**src/design/vgfc_pkg.sv**
```systemverilog
// shared types, constants and codes of the voxel grid face culler
package vgfc_pkg;

	localparam int MAX_DIM     = 32;
	localparam int MAX_CHUNKS  = 512;
	localparam int DIM_W       = $clog2(MAX_DIM);
	localparam int SIZE_W      = DIM_W + 1;
	localparam int VOX_DEPTH   = MAX_DIM * MAX_DIM * MAX_DIM;
	localparam int VOX_AW      = $clog2(VOX_DEPTH);
	localparam int CHUNK_AW    = $clog2(MAX_CHUNKS);
	localparam int LG_W        = 3;
	localparam int LG_MIN      = 2;
	localparam int LG_MAX      = 4;
	localparam int NCH_W       = $clog2(MAX_DIM >> LG_MIN) + 1;
	localparam int FACE_COUNT  = 6;
	localparam int FIFO_DEPTH  = 4;
	localparam int FIFO_AW     = $clog2(FIFO_DEPTH);

	// register indexes
	localparam logic [1:0] CFG_SIZE_X     = 2'd0;
	localparam logic [1:0] CFG_SIZE_Y     = 2'd1;
	localparam logic [1:0] CFG_SIZE_Z     = 2'd2;
	localparam logic [1:0] CFG_CHUNK_LOG2 = 2'd3;

	// request modes
	localparam logic [2:0] MODE_WRITE = 3'd0;
	localparam logic [2:0] MODE_READ  = 3'd1;
	localparam logic [2:0] MODE_FACES = 3'd2;
	localparam logic [2:0] MODE_QUERY = 3'd3;
	localparam logic [2:0] MODE_CLEAR = 3'd4;
	localparam logic [2:0] MODE_MARK  = 3'd5;

	// response kinds
	localparam logic [1:0] KIND_READ  = 2'd0;
	localparam logic [1:0] KIND_FACE  = 2'd1;
	localparam logic [1:0] KIND_DIRTY = 2'd2;

	// faces
	localparam logic [2:0] FACE_PX = 3'd0;
	localparam logic [2:0] FACE_NX = 3'd1;
	localparam logic [2:0] FACE_PY = 3'd2;
	localparam logic [2:0] FACE_NY = 3'd3;
	localparam logic [2:0] FACE_PZ = 3'd4;
	localparam logic [2:0] FACE_NZ = 3'd5;

	typedef struct packed {
		logic [2:0]         mode;
		logic signed [15:0] pos_x;
		logic signed [15:0] pos_y;
		logic signed [15:0] pos_z;
		logic [7:0]         material;
		logic [8:0]         chunk;
	} req_t;

	typedef struct packed {
		logic [1:0] kind;
		logic [7:0] read_material;
		logic [2:0] face;
		logic       dirty;
		logic       last;
	} rsp_t;

	typedef enum logic [2:0] {
		OP_WRITE,
		OP_READ,
		OP_FACES,
		OP_QUERY,
		OP_CLEAR,
		OP_MARK
	} op_t;

	typedef struct packed {
		op_t                   op;
		logic [VOX_AW-1:0]     vidx;
		logic                  inb;
		logic [FACE_COUNT-1:0] nb_in;
		logic [CHUNK_AW-1:0]   cidx;
		logic                  cvalid;
		logic [7:0]            material;
	} cmd_t;

	typedef struct packed {
		logic [SIZE_W-1:0]       sx;
		logic [SIZE_W-1:0]       sy;
		logic [SIZE_W-1:0]       sz;
		logic [LG_W-1:0]         lg;
		logic [NCH_W-1:0]        nx;
		logic [2*DIM_W:0]        sxy;
		logic [2*NCH_W-2:0]      nxy;
		logic [CHUNK_AW:0]       nchunks;
	} geom_t;

	typedef struct packed {
		logic cfg_busy;
		logic init_busy;
	} hold_t;

endpackage

```
**src/design/vgfc_fifo.sv**
```systemverilog
// short command queue between intake and execution
module vgfc_fifo import vgfc_pkg::*; (
	input  logic clk,
	input  logic arst_n,
	input  logic push,
	input  cmd_t push_cmd,
	output logic full,
	input  logic pop,
	output cmd_t head,
	output logic empty
);

	cmd_t               slot_q [FIFO_DEPTH];
	logic [FIFO_AW-1:0] wr_ptr_q, rd_ptr_q;
	logic [FIFO_AW:0]   count_q;

	assign full  = count_q == (FIFO_AW+1)'(FIFO_DEPTH);
	assign empty = count_q == '0;
	assign head  = slot_q[rd_ptr_q];

	always_ff @(posedge clk or negedge arst_n) begin
		if (!arst_n) begin
			wr_ptr_q <= '0;
			rd_ptr_q <= '0;
			count_q  <= '0;
		end else begin
			if (push)
				wr_ptr_q <= wr_ptr_q + FIFO_AW'(1);
			if (pop)
				rd_ptr_q <= rd_ptr_q + FIFO_AW'(1);
			if (push && !pop)
				count_q <= count_q + (FIFO_AW+1)'(1);
			else if (pop && !push)
				count_q <= count_q - (FIFO_AW+1)'(1);
		end
	end

	always_ff @(posedge clk) begin
		if (push)
			slot_q[wr_ptr_q] <= push_cmd;
	end

endmodule

```
**config.mk**
```make
export PLATFORM = sky130hd
export DESIGN_NAME = vgfc_fifo
export DESIGN_NICKNAME = d
export VERILOG_FILES = /design/src/design/vgfc_pkg.sv /design/src/design/vgfc_fifo.sv
export SDC_FILE = /design/constraint.sdc
export NUM_CORES = 1
export LEC_CHECK = 0
export ABC_AREA = 1
export BUFFER_PORTS_ARGS = -buffer_cell sky130_fd_sc_hd__buf_2
export CORE_ASPECT_RATIO = 0.8
export CORE_UTILIZATION = 45
export CTS_CLUSTER_DIAMETER = 40
export DETAILED_ROUTE_END_ITERATION = 12
export RECOVER_POWER = 50
export SLEW_MARGIN = 40
export SYNTH_ARGS = -nofsm -noshare
export SYNTH_HDL_FRONTEND = slang
export SYNTH_SLANG_ARGS = --single-unit
```
**constraint.sdc**
```tcl
create_clock -name clk -period 4.1 [get_ports clk]
set_clock_uncertainty 0.1 [all_clocks]
set_input_delay 0.615 -clock clk [delete_from_list [all_inputs] [get_ports clk]]
set_output_delay 0.615 -clock clk [all_outputs]
set_load 0.005 [all_outputs]
```
# Word-level counts from Yosys, hierarchy flattened
# Memory sizes are Yosys's and may differ from the RTL's.
# Cells that the tools add are included.
# totals
register_bits	7
output_inout_bits	45
n_memories	1
wordCells	19
ramBits	172
inputBits	47
# classes
reduce_logical	6
n_addsub	4
eq_ne	1
muxes	4
# memory_table
name	words	width	rd	rd_ports_with_merged_regs	wr	line	text
slot_q	4	43	1	0	1	vgfc_fifo.sv:13	cmd_t slot_q [FIFO_DEPTH];
# ops
cell	n
3-bit 2-to-1 mux	2
2-bit by 1-bit adder with 2-bit output, second input constant	2
3-bit by 1-bit adder with 3-bit output, second input constant	1
3-bit == test, second input constant	1
3-bit logical NOT	1
3-bit by 1-bit subtractor with 3-bit output, second input constant	1
1-bit logical AND	2
1-bit logical NOT	2
1-bit 2-to-1 mux	2
2-bit nonzero test	1

# Logic depth before layout (Yosys ltp)
# depth
word_depth	4
depth_mapped	9
mapped_depth_nobuf	9

# Worst setup path after synthesis
# No wires, ideal clock.
# synth_timing
path_kind	input port to flip-flop
from	input port push
to	memory slot_q[0][0] (netlist bit) (enable)
path_stages	3
setup_slack_ns	1.853
arrival_time_ns	1.749
setup_time_ns	0.397
required_ns	3.603
path_buffers	1
cell_sequence	clkbuf_1 nand2_1 inv_1
# synth_via
elab_chain_len	2
# synth_lines
element	line	text
start, declared	vgfc_fifo.sv:5	input logic push,
1-bit 2-to-1 mux	vgfc_fifo.sv:39	if (push)
1-bit 2-to-1 mux (implied by the code)	vgfc_fifo.sv:40	slot_q[wr_ptr_q] <= push_cmd;
end, declared	vgfc_fifo.sv:13	
# No other way between the ends.

==> metrics <==
status finished, final reports clean; CTS HTree Levels 4; Antenna Cells 0; gr ovfl total 0; # rows 40; CTS sink count 179; Hold Crit Start pop; final setup fails 0; Worst-Margin Slew 1.37 ns; Most common cell on crit path nand2_1; worst IR drop on VDD 0.451 mV; Resize count post-CTS 0; Slew headroom 8.49%; cell accounting for the most synthesized area edfxtp_1; max incr delay on CP 0.93 ns; Synth Area per Inst 13.1 um2; die area 16,500 um2; clock period minus worst slack 3.02 ns; fmax 331 MHz; pwr dens 701 nW/um2; Post-Syn Nets 602; flop2flop setup slack 1.50 ns; ratio of cells with drive above 1 in the final layout 13.7%; Reg-to-Reg End slot_q[1][9]$_DFFE_PP_; most frequent cell after synthesis edfxtp_1; fin. max-slew vios 0; ANT nets after route 0; initial antenna violation count 0; Layout Nets 692; Via Count 4,097; ys async rst share 3.91%; R2R Path Start wr_ptr_q[1]$_DFFE_PN0P_; CP endpoint kind output port; DIE HEIGHT 115 um; drt drc 0; Final Hold Fails 0; top_reg_cell synth edfxtp_1; final RePlAce weighted congestion 0.729; WL/cell 15.6 um; max_cap viols 0; Worst Path Required 3.38 ns; fin crit share 73.7%; Ports 92; Worst Path Arrival 2.31 ns; CTS tree yes; CP Max Fanout 82; Max Root-Sink Buffers 2; Post-synth EDFFs 172; WHS Path Cells 2; startpoint types flop; Skew-Pair Late Insertion Delay 0.42 ns; Die X 143 um; number of port buffers 91; hold endpoint rd_ptr_q[0]$_DFFE_PN0P_; Clock Pin Slew Worst Setup and Hold Paths 0.06 ns; DP HPWL 7.81 mm; static leakage 3.28 nW; vias in the first global route 4,081; First-pass DRT Iterations 4; TritonCTS buffer count 17; Top delay family on crit path flip-flops; r2r worst-path depth 5; starting density of the core 47.0%; largest net degree at the start of global routing 83; #FFs+latches synth 179; YS warnings 0; HP Class in -> reg; Final Core Density 54.4%; aggregate global-route resource usage 17.5%; Area growth, synth to finish 15.9%; register area share after synthesis 74.3%; final std cells w/o fill 862; post-synth top area share 71.8%; setup tns final 0 ns; crit-path cells buf_4 > nand2_1 > o211ai_1 > nand2_1 > buf_2; mapped cell area 7190 um2; Setup Buffers After CTS 0; core region area 15,300 um2; Tot Pwr 5.85 mW; kind of critical path reg -> out; most frequent cells after synthesis 172 x edfxtp_1, 142 x nand2_1, 97 x inv_1; Slowest-stage cell, CP dfrtp_4; first-pass GRT wire length 21.0 mm; Cells after DPL 829; Post-Synthesis Cells 549; unique cell type count in the Yosys netlist 17; Vias/cell 4.75; synth top area cells edfxtp_1 72%, o211ai_1 9.0%, nand2_1 7.4%; CP bufs+invs 2; 1st-iter DRT viols 202; Routed WL 13.4 mm; RSZ-0062 raised after global routing false; CTS root buf clkbuf_16; CTS Hold Bufs 1
-- layout by cell type (no fill, tap or decap), drive strengths merged --
master | synthesis | final
edfxtp | 172 | 172
clkinv | 0 | 9
nand4 | 1 | 1
o21ai | 1 | 1
nand2 | 142 | 142
inv | 98 | 99
buf | 27 | 54
nand3 | 1 | 1
clkbuf | 2 | 62
fa | 1 | 1
clkinvlp | 0 | 3
nor3 | 2 | 2
xor2 | 3 | 3
dlygate4sd3 | 0 | 1
xnor2 | 1 | 1
dfrtp | 7 | 7
o211ai | 86 | 86
bufinv | 0 | 2
ha | 5 | 5
-- worst reg2reg max path, cell delays in order (launching register included) --
cell and delay [ns]:
dfrtp_1 0.40, inv_1 0.10, ha_1 0.14, nand2_1 0.05
inv_1 1.00, buf_4 0.47
-- through the flow --
stage / hold WS (ns) / setup slack [ns] / cell area [um2]
floorplan: 0.219 / 1.85 / 7190
global placement: 0.357 / 1.56 / 7810
detailed placement: 0.359 / 1.52 / 7820
CTS: 0.288 / 1.02 / 8390
global route: 0.300 / 0.836 / 8340
finish: 0.306 / 1.08 / 8340
-- logic make-up after synthesis --
kind of cell | synth area share (%)
AND/OR/NAND/NOR | 7.71
flip-flops | 74.3
buffers and inverters | 7.34
XOR/XNOR | 0.487
AO/OA/AOI/OAI | 9.05
adder cells (fa/ha/maj) | 1.15
-- worst max-delay path by stage --
stage,from,to,cells after the start
2_1_floorplan,push,slot_q[0][0]$_DFFE_PP_,3
3_3_place_gp,rd_ptr_q[0]$_DFFE_PN0P_,head[19],5
3_5_place_dp,rd_ptr_q[0]$_DFFE_PN0P_,head[14],5
4_1_cts,rd_ptr_q[0]$_DFFE_PN0P_,head[24],5
5_1_grt,rd_ptr_q[0]$_DFFE_PN0P_,head[22],5
6_report,rd_ptr_q[0]$_DFFE_PN0P_,head[14],5
-- routing by layer --
metal,wire length [um],global-route usage (%),vias up
met3,777,5.33,4
li1,-,-,2081
met1,6080,21.9,1922
met4,55,6.03,0
met2,6490,29.3,90
met5,0,0,-
-- final cells by class --
cell class,instances,area [um2]
clock buffers,17,425
clock inverters,15,140
fillers,1312,6980
inverters,98,372
multi-input cells,243,1320
flip-flops and latches,179,5350
well taps,210,263
repair buffers,100,469
-- power by group --
part | internal, mW | switching [mW] | leakage, nW
clock | 0.890 | 0.651 | 0.272
sequential | 2.40 | 0.208 | 1.66
combinational | 0.634 | 1.06 | 1.35
-- sequential cells by signal (all words and copies together), names as in the netlist --
name / cells
slot_q: 172
count_q: 3
rd_ptr_q: 2
wr_ptr_q: 2
Note: power is estimated with default switching activity, not from simulation.
