`src/design/vgfc_pkg.sv`:
```
// shared types, constants and codes of the voxel grid face culler
package vgfc_pkg;

	localparam int MAX_DIM     = 32;
	localparam int MAX_CHUNKS  = 512;
	localparam int DIM_W       = $clog2(MAX_DIM);
	localparam int SIZE_W      = DIM_W + 1;
	localparam int VOX_DEPTH   = MAX_DIM * MAX_DIM * MAX_DIM;
	localparam int VOX_AW      = $clog2(VOX_DEPTH);
	localparam int CHUNK_AW    = $clog2(MAX_CHUNKS);
	localparam int LG_W        = 3;
	localparam int LG_MIN      = 2;
	localparam int LG_MAX      = 4;
	localparam int NCH_W       = $clog2(MAX_DIM >> LG_MIN) + 1;
	localparam int FACE_COUNT  = 6;
	localparam int FIFO_DEPTH  = 4;
	localparam int FIFO_AW     = $clog2(FIFO_DEPTH);

	// register indexes
	localparam logic [1:0] CFG_SIZE_X     = 2'd0;
	localparam logic [1:0] CFG_SIZE_Y     = 2'd1;
	localparam logic [1:0] CFG_SIZE_Z     = 2'd2;
	localparam logic [1:0] CFG_CHUNK_LOG2 = 2'd3;

	// request modes
	localparam logic [2:0] MODE_WRITE = 3'd0;
	localparam logic [2:0] MODE_READ  = 3'd1;
	localparam logic [2:0] MODE_FACES = 3'd2;
	localparam logic [2:0] MODE_QUERY = 3'd3;
	localparam logic [2:0] MODE_CLEAR = 3'd4;
	localparam logic [2:0] MODE_MARK  = 3'd5;

	// response kinds
	localparam logic [1:0] KIND_READ  = 2'd0;
	localparam logic [1:0] KIND_FACE  = 2'd1;
	localparam logic [1:0] KIND_DIRTY = 2'd2;

	// faces
	localparam logic [2:0] FACE_PX = 3'd0;
	localparam logic [2:0] FACE_NX = 3'd1;
	localparam logic [2:0] FACE_PY = 3'd2;
	localparam logic [2:0] FACE_NY = 3'd3;
	localparam logic [2:0] FACE_PZ = 3'd4;
	localparam logic [2:0] FACE_NZ = 3'd5;

	typedef struct packed {
		logic [2:0]         mode;
		logic signed [15:0] pos_x;
		logic signed [15:0] pos_y;
		logic signed [15:0] pos_z;
		logic [7:0]         material;
		logic [8:0]         chunk;
	} req_t;

	typedef struct packed {
		logic [1:0] kind;
		logic [7:0] read_material;
		logic [2:0] face;
		logic       dirty;
		logic       last;
	} rsp_t;

	typedef enum logic [2:0] {
		OP_WRITE,
		OP_READ,
		OP_FACES,
		OP_QUERY,
		OP_CLEAR,
		OP_MARK
	} op_t;

	typedef struct packed {
		op_t                   op;
		logic [VOX_AW-1:0]     vidx;
		logic                  inb;
		logic [FACE_COUNT-1:0] nb_in;
		logic [CHUNK_AW-1:0]   cidx;
		logic                  cvalid;
		logic [7:0]            material;
	} cmd_t;

	typedef struct packed {
		logic [SIZE_W-1:0]       sx;
		logic [SIZE_W-1:0]       sy;
		logic [SIZE_W-1:0]       sz;
		logic [LG_W-1:0]         lg;
		logic [NCH_W-1:0]        nx;
		logic [2*DIM_W:0]        sxy;
		logic [2*NCH_W-2:0]      nxy;
		logic [CHUNK_AW:0]       nchunks;
	} geom_t;

	typedef struct packed {
		logic cfg_busy;
		logic init_busy;
	} hold_t;

endpackage

```
`src/design/vgfc_front.sv`:
```
// request intake, bounds checks, address and chunk index work
module vgfc_front import vgfc_pkg::*; (
	input  logic  clk,
	input  logic  arst_n,
	input  req_t  req,
	input  logic  req_valid,
	output logic  req_stall,
	input  geom_t geom,
	input  hold_t hold,
	output logic  push,
	output cmd_t  push_cmd,
	input  logic  full
);

	req_t req_s1;
	logic vld_s1;

	logic              xin, yin, zin, in_grid;
	logic [DIM_W-1:0]  x5, y5, z5;
	logic [NCH_W-2:0]  cx, cy, cz;
	logic [VOX_AW:0]   vidx_w;
	logic [CHUNK_AW:0] cidx_w;
	logic              keep, advance, accept;
	cmd_t              cmd;

	always_comb begin
		xin = !req_s1.pos_x[15] && (req_s1.pos_x[14:0] < 15'(geom.sx));
		yin = !req_s1.pos_y[15] && (req_s1.pos_y[14:0] < 15'(geom.sy));
		zin = !req_s1.pos_z[15] && (req_s1.pos_z[14:0] < 15'(geom.sz));
		in_grid = xin && yin && zin;
		x5 = req_s1.pos_x[DIM_W-1:0];
		y5 = req_s1.pos_y[DIM_W-1:0];
		z5 = req_s1.pos_z[DIM_W-1:0];

		vidx_w = (VOX_AW+1)'(z5) * (VOX_AW+1)'(geom.sxy)
			+ (VOX_AW+1)'(y5) * (VOX_AW+1)'(geom.sx) + (VOX_AW+1)'(x5);

		cx = (NCH_W-1)'(x5 >> geom.lg);
		cy = (NCH_W-1)'(y5 >> geom.lg);
		cz = (NCH_W-1)'(z5 >> geom.lg);
		cidx_w = (CHUNK_AW+1)'(cz) * (CHUNK_AW+1)'(geom.nxy)
			+ (CHUNK_AW+1)'(cy) * (CHUNK_AW+1)'(geom.nx) + (CHUNK_AW+1)'(cx);

		cmd = '0;
		cmd.vidx = vidx_w[VOX_AW-1:0];
		cmd.inb = in_grid;
		cmd.material = req_s1.material;
		cmd.nb_in[FACE_PX] = (SIZE_W'(x5) + SIZE_W'(1)) < geom.sx;
		cmd.nb_in[FACE_NX] = x5 != '0;
		cmd.nb_in[FACE_PY] = (SIZE_W'(y5) + SIZE_W'(1)) < geom.sy;
		cmd.nb_in[FACE_NY] = y5 != '0;
		cmd.nb_in[FACE_PZ] = (SIZE_W'(z5) + SIZE_W'(1)) < geom.sz;
		cmd.nb_in[FACE_NZ] = z5 != '0;
		cmd.cidx = cidx_w[CHUNK_AW-1:0];
		cmd.cvalid = cidx_w < geom.nchunks;
		keep = 1'b0;

		case (req_s1.mode)
			MODE_WRITE: begin
				cmd.op = OP_WRITE;
				keep = in_grid;
			end
			MODE_READ: begin
				cmd.op = OP_READ;
				keep = 1'b1;
			end
			MODE_FACES: begin
				cmd.op = OP_FACES;
				keep = in_grid;
			end
			MODE_QUERY: begin
				cmd.op = OP_QUERY;
				cmd.cidx = req_s1.chunk;
				cmd.cvalid = (CHUNK_AW+1)'(req_s1.chunk) < geom.nchunks;
				keep = 1'b1;
			end
			MODE_CLEAR: begin
				cmd.op = OP_CLEAR;
				cmd.cidx = req_s1.chunk;
				cmd.cvalid = (CHUNK_AW+1)'(req_s1.chunk) < geom.nchunks;
				keep = cmd.cvalid;
			end
			MODE_MARK: begin
				cmd.op = OP_MARK;
				keep = 1'b1;
			end
			default: keep = 1'b0;
		endcase
	end

	assign advance   = vld_s1 && (!keep || !full);
	assign push      = vld_s1 && keep && !full;
	assign push_cmd  = cmd;
	assign req_stall = hold.cfg_busy || hold.init_busy || (vld_s1 && !advance);
	assign accept    = req_valid && !req_stall;

	always_ff @(posedge clk or negedge arst_n) begin
		if (!arst_n) begin
			vld_s1 <= 1'b0;
		end else if (accept) begin
			vld_s1 <= 1'b1;
		end else if (advance) begin
			vld_s1 <= 1'b0;
		end
	end

	always_ff @(posedge clk) begin
		if (accept)
			req_s1 <= req;
	end

endmodule

```
`config.mk`:
```
export PLATFORM = sky130hd
export DESIGN_NAME = vgfc_front
export DESIGN_NICKNAME = d
export VERILOG_FILES = /design/src/design/vgfc_pkg.sv /design/src/design/vgfc_front.sv
export SDC_FILE = /design/constraint.sdc
export NUM_CORES = 1
export LEC_CHECK = 0
export ABC_AREA = 1
export ABC_CLOCK_PERIOD_IN_PS = 13800
export BUFFER_PORTS_ARGS = -buffer_cell sky130_fd_sc_hd__buf_2
export CORE_MARGIN = 2
export CORE_UTILIZATION = 30
export CTS_CLUSTER_SIZE = 10
export DETAILED_ROUTE_END_ITERATION = 10
export MAX_ROUTING_LAYER = met4
export PLACE_DENSITY = 0.54
export SLEW_MARGIN = 40
export SYNTH_ARGS = -nofsm -noshare
export SYNTH_HDL_FRONTEND = slang
export SYNTH_SLANG_ARGS = --single-unit
```
`constraint.sdc`:
```
create_clock -name clk -period 13.8 [get_ports clk]
set_clock_uncertainty 0.05 [all_clocks]
set_input_delay 1.38 -clock clk [delete_from_list [all_inputs] [get_ports clk]]
set_output_delay 1.38 -clock clk [all_outputs]
set_load 0.02 [all_outputs]
```
# Word level (Yosys, flattened, before mapping)
# Index checks and enable logic that the tools add are counted.
op_classes:
  addsub: 7
  n_mul: 4
  magnitude_cmp: 8
  eq_ne: 5
  n_shift: 3
  mux: 5
  n_reduce_logical: 28
ops:
  columns: ["op", "count"]
  rows:
  - ["15-bit by 6-bit < comparator with 1-bit output", 3]
  - ["5-bit by 1-bit adder with 6-bit output, second input constant", 3]
  - ["6-bit < comparator", 3]
  - ["15-bit by 11-bit adder with 15-bit output", 1]
  - ["15-bit by 5-bit adder with 15-bit output", 1]
  - ["5-bit by 11-bit multiplier with 15-bit output", 1]
  - ["3-bit one-hot mux with 5 select lines", 1]
  - ["5-bit nonzero test", 3]
  - ["5-bit by 3-bit >> shifter with 3-bit output", 3]
  - ["5-bit by 6-bit multiplier with 11-bit output", 1]
  - ["10-bit by 3-bit adder with 10-bit output", 1]
  - ["10-bit by 7-bit adder with 10-bit output", 1]
  - ["1-bit logical AND", 10]
  - ["10-bit < comparator", 1]
  - ["9-bit by 10-bit < comparator with 1-bit output", 1]
  - ["3-bit by 7-bit multiplier with 10-bit output", 1]
  - ["10-bit two-way mux", 1]
  - ["1-bit logical NOT", 7]
  - ["3-bit by 4-bit multiplier with 7-bit output", 1]
  - ["3-bit by 2-bit == test with 1-bit output, second input constant", 2]
  - ["3-bit == test, second input constant", 2]
  - ["2-bit OR reduction", 2]
  - ["3-bit by 1-bit == test with 1-bit output, second input constant", 1]
  - ["3-bit logical NOT", 1]
  - ["other kinds (5)", 8]
totals:
  ff_bits: 69
  out_inout_bits: 45

# Longest topological paths before layout
# Gate-level depths: netlist of the first run.
logic_depth:
  depth_word: 14
  depth_mapped: 26

# Worst setup path after synthesis of the first run
# No wires, ideal clock.
synth_path:
  path_type: "input port to output port"
  start: "input port geom[32] (netlist name)"
  end: "output port push_cmd[8] (netlist name)"
  t_arrival_ps: 6212
  setup_slack_ps: 6158
  cell_stages: 25
  path_cell_list: "buf_2 -> buf_2 -> o21ai_0 -> nand2_1 -> nand2_1 -> nor2_1 -> fa_1 -> inv_1 -> fa_1 -> fa_1 -> inv_1 -> fa_1 -> fa_1 -> nand3_1 -> nand2_1 -> a21oi_1 -> o21bai_1 -> xor2_1 -> inv_1 -> ha_1 -> a21oi_1 -> nor3_1 -> a211oi_1 -> nand4_1 -> o21ai_0"
synth_lines:
  columns: ["item", "line", "text"]
  rows:
  - ["from (decl)", "vgfc_front.sv:8", "input geom_t geom,"]
  - ["to (decl)", "vgfc_front.sv:11", "output cmd_t push_cmd,"]

==> results of run 1 <==
state kept, by name (all words and copies together), names as in the netlist:
| register | count |
|---|---|
| push_cmd | 8 |
| req_s1 | 60 |
| vld_s1 | 1 |
logic make-up (layout without fill, tap and decap cells):
group / Yosys count / in the layout
adders and majority gates: 202 / 202
and+or+nand+nor: 321 / 321
other: 0 / 9
AOI/OAI and AO/OA: 99 / 99
buffers and inverters: 248 / 414
xor gates and xnor gates: 27 / 27
DFF: 69 / 69
layout make-up:
| class | instances | share of cell area (%) |
|---|---|---|
| Inverter | 225 | 8.67 |
| Timing Repair Buffer | 173 | 8.94 |
| Clock buffer | 10 | 2.35 |
| Tap cell | 341 | 4.38 |
| Sequential cell | 69 | 21.2 |
| Multi-Input combinational cell | 649 | 53.8 |
| Clock inverter | 6 | 0.411 |
| Antenna cell | 9 | 0.231 |
critical path, stage by stage:
cell and delay, ns:
buf_2 0.19, clkinv_1 0.26, nor2_1 0.16, nor2_1 0.04, o21ai_1 0.24, nor2_1 0.12, fa_1 0.55, inv_1 0.05
fa_1 0.49, fa_1 0.56, inv_1 0.06, fa_1 0.54, fa_1 0.47, nand3_1 0.10, nand2_1 0.10, a21oi_1 0.15
o21bai_1 0.09, xor2_1 0.19, inv_1 0.07, ha_1 0.29, a21oi_1 0.15, nor3_1 0.06, a211oi_1 0.19, nand4_1 0.10
o21ai_0 0.09, buf_2 0.19
where the power goes:
group | internal (mW) | switching (mW)
Combinational | 0.272 | 0.441
Sequential | 0.238 | 0.00611
Clock | 0.121 | 0.0864
per-layer routing:
metal  up-vias  part of all wire (%)  track usage, %
li1       3366                     -               -
met1      2996                    47            19.9
met2       142                    46            23.2
met3        19                   5.5            2.86
met4         0                   1.9            3.90
met5         -                     0               -
worst paths after layout:
| check | depth (start not counted) | endpoint | startpoint | slack [ns] |
|---|---|---|---|---|
| worst max-delay path | 26 | push_cmd[8] | geom[33] | 5.49 |
| max in group asynchronous | 1 | vld_s1 | arst_n | 12.85 |
| min in group asynchronous | 1 | vld_s1 | arst_n | 0.77 |
| worst max register to register | 16 | req_s1[19] | req_s1[18] | 10.50 |
| worst min-delay path | 4 | vld_s1 | vld_s1 | 0.56 |
| worst min register to register | 4 | vld_s1 | vld_s1 | 0.56 |
through the flow:
step | cell area (um^2) | power [mW] | util [%] | setup WS, ns
after floorplan | 8270 | 0.775 | - | 6.16
after CTS | 9710 | 1.18 | 35.9 | 5.49
final | 9740 | 1.16 | 36.0 | 5.49
after global placement | 9440 | 0.966 | 34.9 | 5.62
after global routing | 9740 | 1.28 | 36.0 | 5.03
after detailed placement | 9440 | 0.967 | 34.9 | 5.54
placed cells by master, fill, tap and decap left out, types with 2 or more instances in the layout:
cell and instances:
a21oi_1 49, a21oi_2 2, and2_1 2, buf_2 171, buf_4 2, clkbuf_16 9
clkinv_1 2, clkinv_2 3, clkinv_4 2, diode_2 9, edfxtp_1 68, fa_1 79
ha_1 123, inv_1 211, inv_2 12, nand2_1 198, nand2_2 3, nand3_1 21
nand4_1 14, nor2_1 72, nor3_1 6, o211ai_1 5, o21a_1 2, o21ai_0 15
o21ai_1 13, o21ai_2 2, o21bai_1 2, o221a_2 3, o31ai_1 4, xnor2_1 7
xor2_1 20
==> impl_metrics.ini, run 1 <==
[grt]
grt.overflow.total = 0
grt_pass1_vias = 6587
grt_pass1_wl_um = 32800
grt_max_degree = 59
grt_antenna_before_repair = 9
grt_use_total_pct = 14.9

[yosys]
ys_ff_latch = 69
synth.distinct_cells = 38
seq_area_frac_synth_pct = 25.0
synthFlopType = edfxtp_1
synth_top_area_share_pct = 24.7
synth_top_cell_by_area = edfxtp_1
synth.area.top_cells = edfxtp_1 25%, fa_1 19%, ha_1 19%
yosysMostFrequentCell = inv_1
synth_edf_count = 68
synth_top_family_by_area = adder cells
syn_inst = 966
syn_area_per_cell_um2 = 8.57
yosys_warnings = 0
async_flop_share_pct = 1.45
synth_nets = 1295
synthAdderAreaFrac_pct = 37.7
synth_compound_area_share_pct = 6.85
synth-xor-area-share_pct = 2.86
synth.cell_area_um2 = 8270
synthSimpleGateAreaFrac_pct = 15.8
synthTopCellsByCount = 211 x inv_1, 198 x nand2_1, 123 x ha_1
muxShareOfSynthArea_pct = 0

[timing]
rsz0062_at_grt = false
final_max_slew_viol_count = 0
setup_tns_ns = 0
timing_hold_violations_final = 0
relSlewSlack_pct = 50.9
period_share_pct = 60.2
min_period_ns = 8.31
setup-violations-final = 0
fmax_ghz = 0.120
tightest_slew_ns = 0.737
whs_ns = 0.560

[route]
drt-total-wl_um = 20500
drt_iter0_markers = 254
vias = 6523
via_per_inst = 4.40
antenna_left = 0
drtPass1Iterations = 4
wire_per_inst_um = 13.8
drc = 0

[layout]
regArea_um2 = 2070
fin_cells = 1482
drive_gt1_share_pct = 18.8
finalNetCount = 1456
multi_input_area_um2 = 5240
area_growth_pct = 17.7
nFillCells = 2825

[placed_design]
dp_hpwl_um = 17500
gp_congestion = 0.875
port_buffers = 171
post-place-cells = 1457

[floorplanning]
initial_utilization_pct = 30.6
core_area_um2 = 27000
dieWidth_um = 170
die_h_um = 170
die_area_um2 = 28900
num_io_pins = 172
rows = 60

[cts]
cts_post_setup_buffers_inserted = 0
numCtsBuffers = 9
cts-root-buf = clkbuf_16
cts.path.max_buffers = 2
cts_tree = done
cts_resized = 0
holdBufCountCts = 0
clk_pin_slew_ns = 0.05
cts_sinks = 69
clock_latency_ns = 0.33
htree_levels = 3

[critical_path]
worstPathRequired_ns = 12.37
cp-end-kind = output pin
cp-start-kind = input port
crit_arrival_ns = 6.88
worstSetupPathType = in -> out
crit_fanout = 11

[run_status]
outcome = completed

[power_and_ir_drop]
power-per-cell-area_nw_per_um2 = 120
vdd_drop_max_mv = 0.152
leakagePower_nw = 5.32

[run]
max_cap_violations = 0

[hold_path]
hold_path_class = reg -> reg
Note: power is estimated with default switching activity, not from simulation.
==> run 2, diff against run 1 <==
ABC_CLOCK_PERIOD_IN_PS = 6900   (was 13800)
PLACE_DENSITY = 0.56   (was 0.54)
clock period = 6.9 ns   (was 13.8 ns; I/O delays follow)
==> impl_metrics.ini, run 2 (synthesis gave the netlist of run 1 again) <==
[critical_path]
r2r_end = req_s1[44]
r2r_slack_ns = 3.57
crit_fanout = 6
slowest_delay_ns = 0.56
worstPathRequired_ns = 6.16
crit_arrival_ns = 5.83
cp-end-kind = output pin
worstSetupPathType = reg -> out
timing.rr.start = req_s1[19]
critPathSlowestCell = fa_1
crit_top_cell = fa_1
cp-start-kind = flop
reg2reg_depth = 17

[layout]
finalNetCount = 1468
area_growth_pct = 20.1
regMostFlops = req_s1
final_common_cell = inv_1
nFillCells = 2786
regArea_um2 = 2070
fin_area_um2 = 9930
drive_gt1_share_pct = 20.2
final_cell_mix = 211 x inv_1, 197 x nand2_1, 169 x buf_2, 123 x ha_1, 78 x fa_1
multi_input_area_um2 = 5250
largest_register_ffs = 60

[placed_design]
gp_congestion = 0.889
dp_hpwl_um = 17800
postPlaceCellArea_um2 = 9510
port_buffers = 171

[run]
max_cap_violations = 0

[cts]
clk_pin_slew_ns = 0.06
clock_latency_ns = 0.33
cts_tree = done
htree_levels = 3
cts-root-buf = clkbuf_16
cts_sinks = 69
cts.path.max_buffers = 2
numCtsBuffers = 9

[grt]
grt_pass1_vias = 6649
grt_antenna_before_repair = 12
grt.overflow.total = 0
grt_use_total_pct = 15.1
grt_pass1_wl_um = 33100
grt_max_degree = 52

[route]
wire_per_inst_um = 13.8
via_per_inst = 4.43
topRoutingLayerUsed = met4
drt-total-wl_um = 20600
met3WireLength_um = 1430
drt-met1-wl_um = 9080
antenna_left = 0
drtPass1Iterations = 5
wl_met2_um = 9790
vias = 6625
drt_iter0_markers = 345
drc = 0

[floorplanning]
initial_utilization_pct = 30.6
num_io_pins = 172
core_area_um2 = 27000
die_h_um = 170
rows = 60
dieWidth_um = 170
die_area_um2 = 28900

[run_status]
outcome = completed

[timing]
period_share_pct = 95.3
whs_ns = 0.0725
rsz0062_at_grt = false
min_period_ns = 6.57
fmax_ghz = 0.152
final_max_slew_viol_count = 0
setup_tns_ns = 0
relSlewSlack_pct = 56.6
timing_hold_violations_final = 0
setup-violations-final = 0
tightest_slew_ns = 0.650

[power_and_ir_drop]
power_mw = 2.46
vdd_drop_max_mv = 0.302
leakagePower_nw = 5.41
power-per-cell-area_nw_per_um2 = 248

[hold_path]
hold_path_class = in -> async
run 2: metal layers:
layer / vias up / track usage (%)
li1: 3395 / -
met1: 3042 / 19.1
met2: 167 / 24.3
met3: 21 / 3.56
met4: 0 / 3.72
met5: - / -
run 2: worst max-delay path by stage:
stage,startpoint,end,slack (ns),depth (start not counted)
after detailed placement,geom[33],push_cmd[8],0.006,27
after global routing,req_s1[19],push_cmd[8],0.0004,26
final,req_s1[19],push_cmd[8],0.33,26
after global placement,geom[33],push_cmd[8],0.17,27
after CTS,geom[32],push_cmd[8],0.05,27
after floorplan,geom[32],push_cmd[8],0.64,25
run 2: what timing repair did:
item,4_1_cts,5_1_grt
buffers inserted,0,3
hold buffers,0,0
resized for setup,1,9
endpoints found under the setup margin,1,1
pin swaps,0,2
run 2: through the flow:
stage                     setup WS [ns]  std cells  util (%)
after global routing           0.000421       1497      36.8
final                             0.327       1497      36.8
after global placement            0.167       1466      35.2
after floorplan                   0.638        966         -
after detailed placement        0.00615       1466      35.2
after CTS                        0.0509       1482      36.5
run 2: critical path: cells and delay by family, from the launching register on:
family / cells / cell delay, ns
compound gates: 7 / 0.91
xor+xnor: 1 / 0.20
fa+ha+maj: 6 / 2.76
buf+inv: 6 / 0.62
flops: 1 / 0.46
simple gates: 6 / 0.54
run 2: layout make-up:
cell class,count,area share (%)
Multi-Input combinational cell,649,52.8
Sequential cell,69,20.8
Timing Repair Buffer,185,9.76
Inverter,225,8.53
Tap cell,341,4.30
Clock buffer,9,2.27
Clock inverter,7,1.21
Antenna cell,12,0.302
run 2: where the power goes:
part / switching, mW / internal, mW / leakage, nW
registers: 0.00664 / 0.476 / 0.637
logic: 0.892 / 0.553 / 4.61
clock network: 0.180 / 0.355 / 0.167
total: 1.08 / 1.38 / 5.41
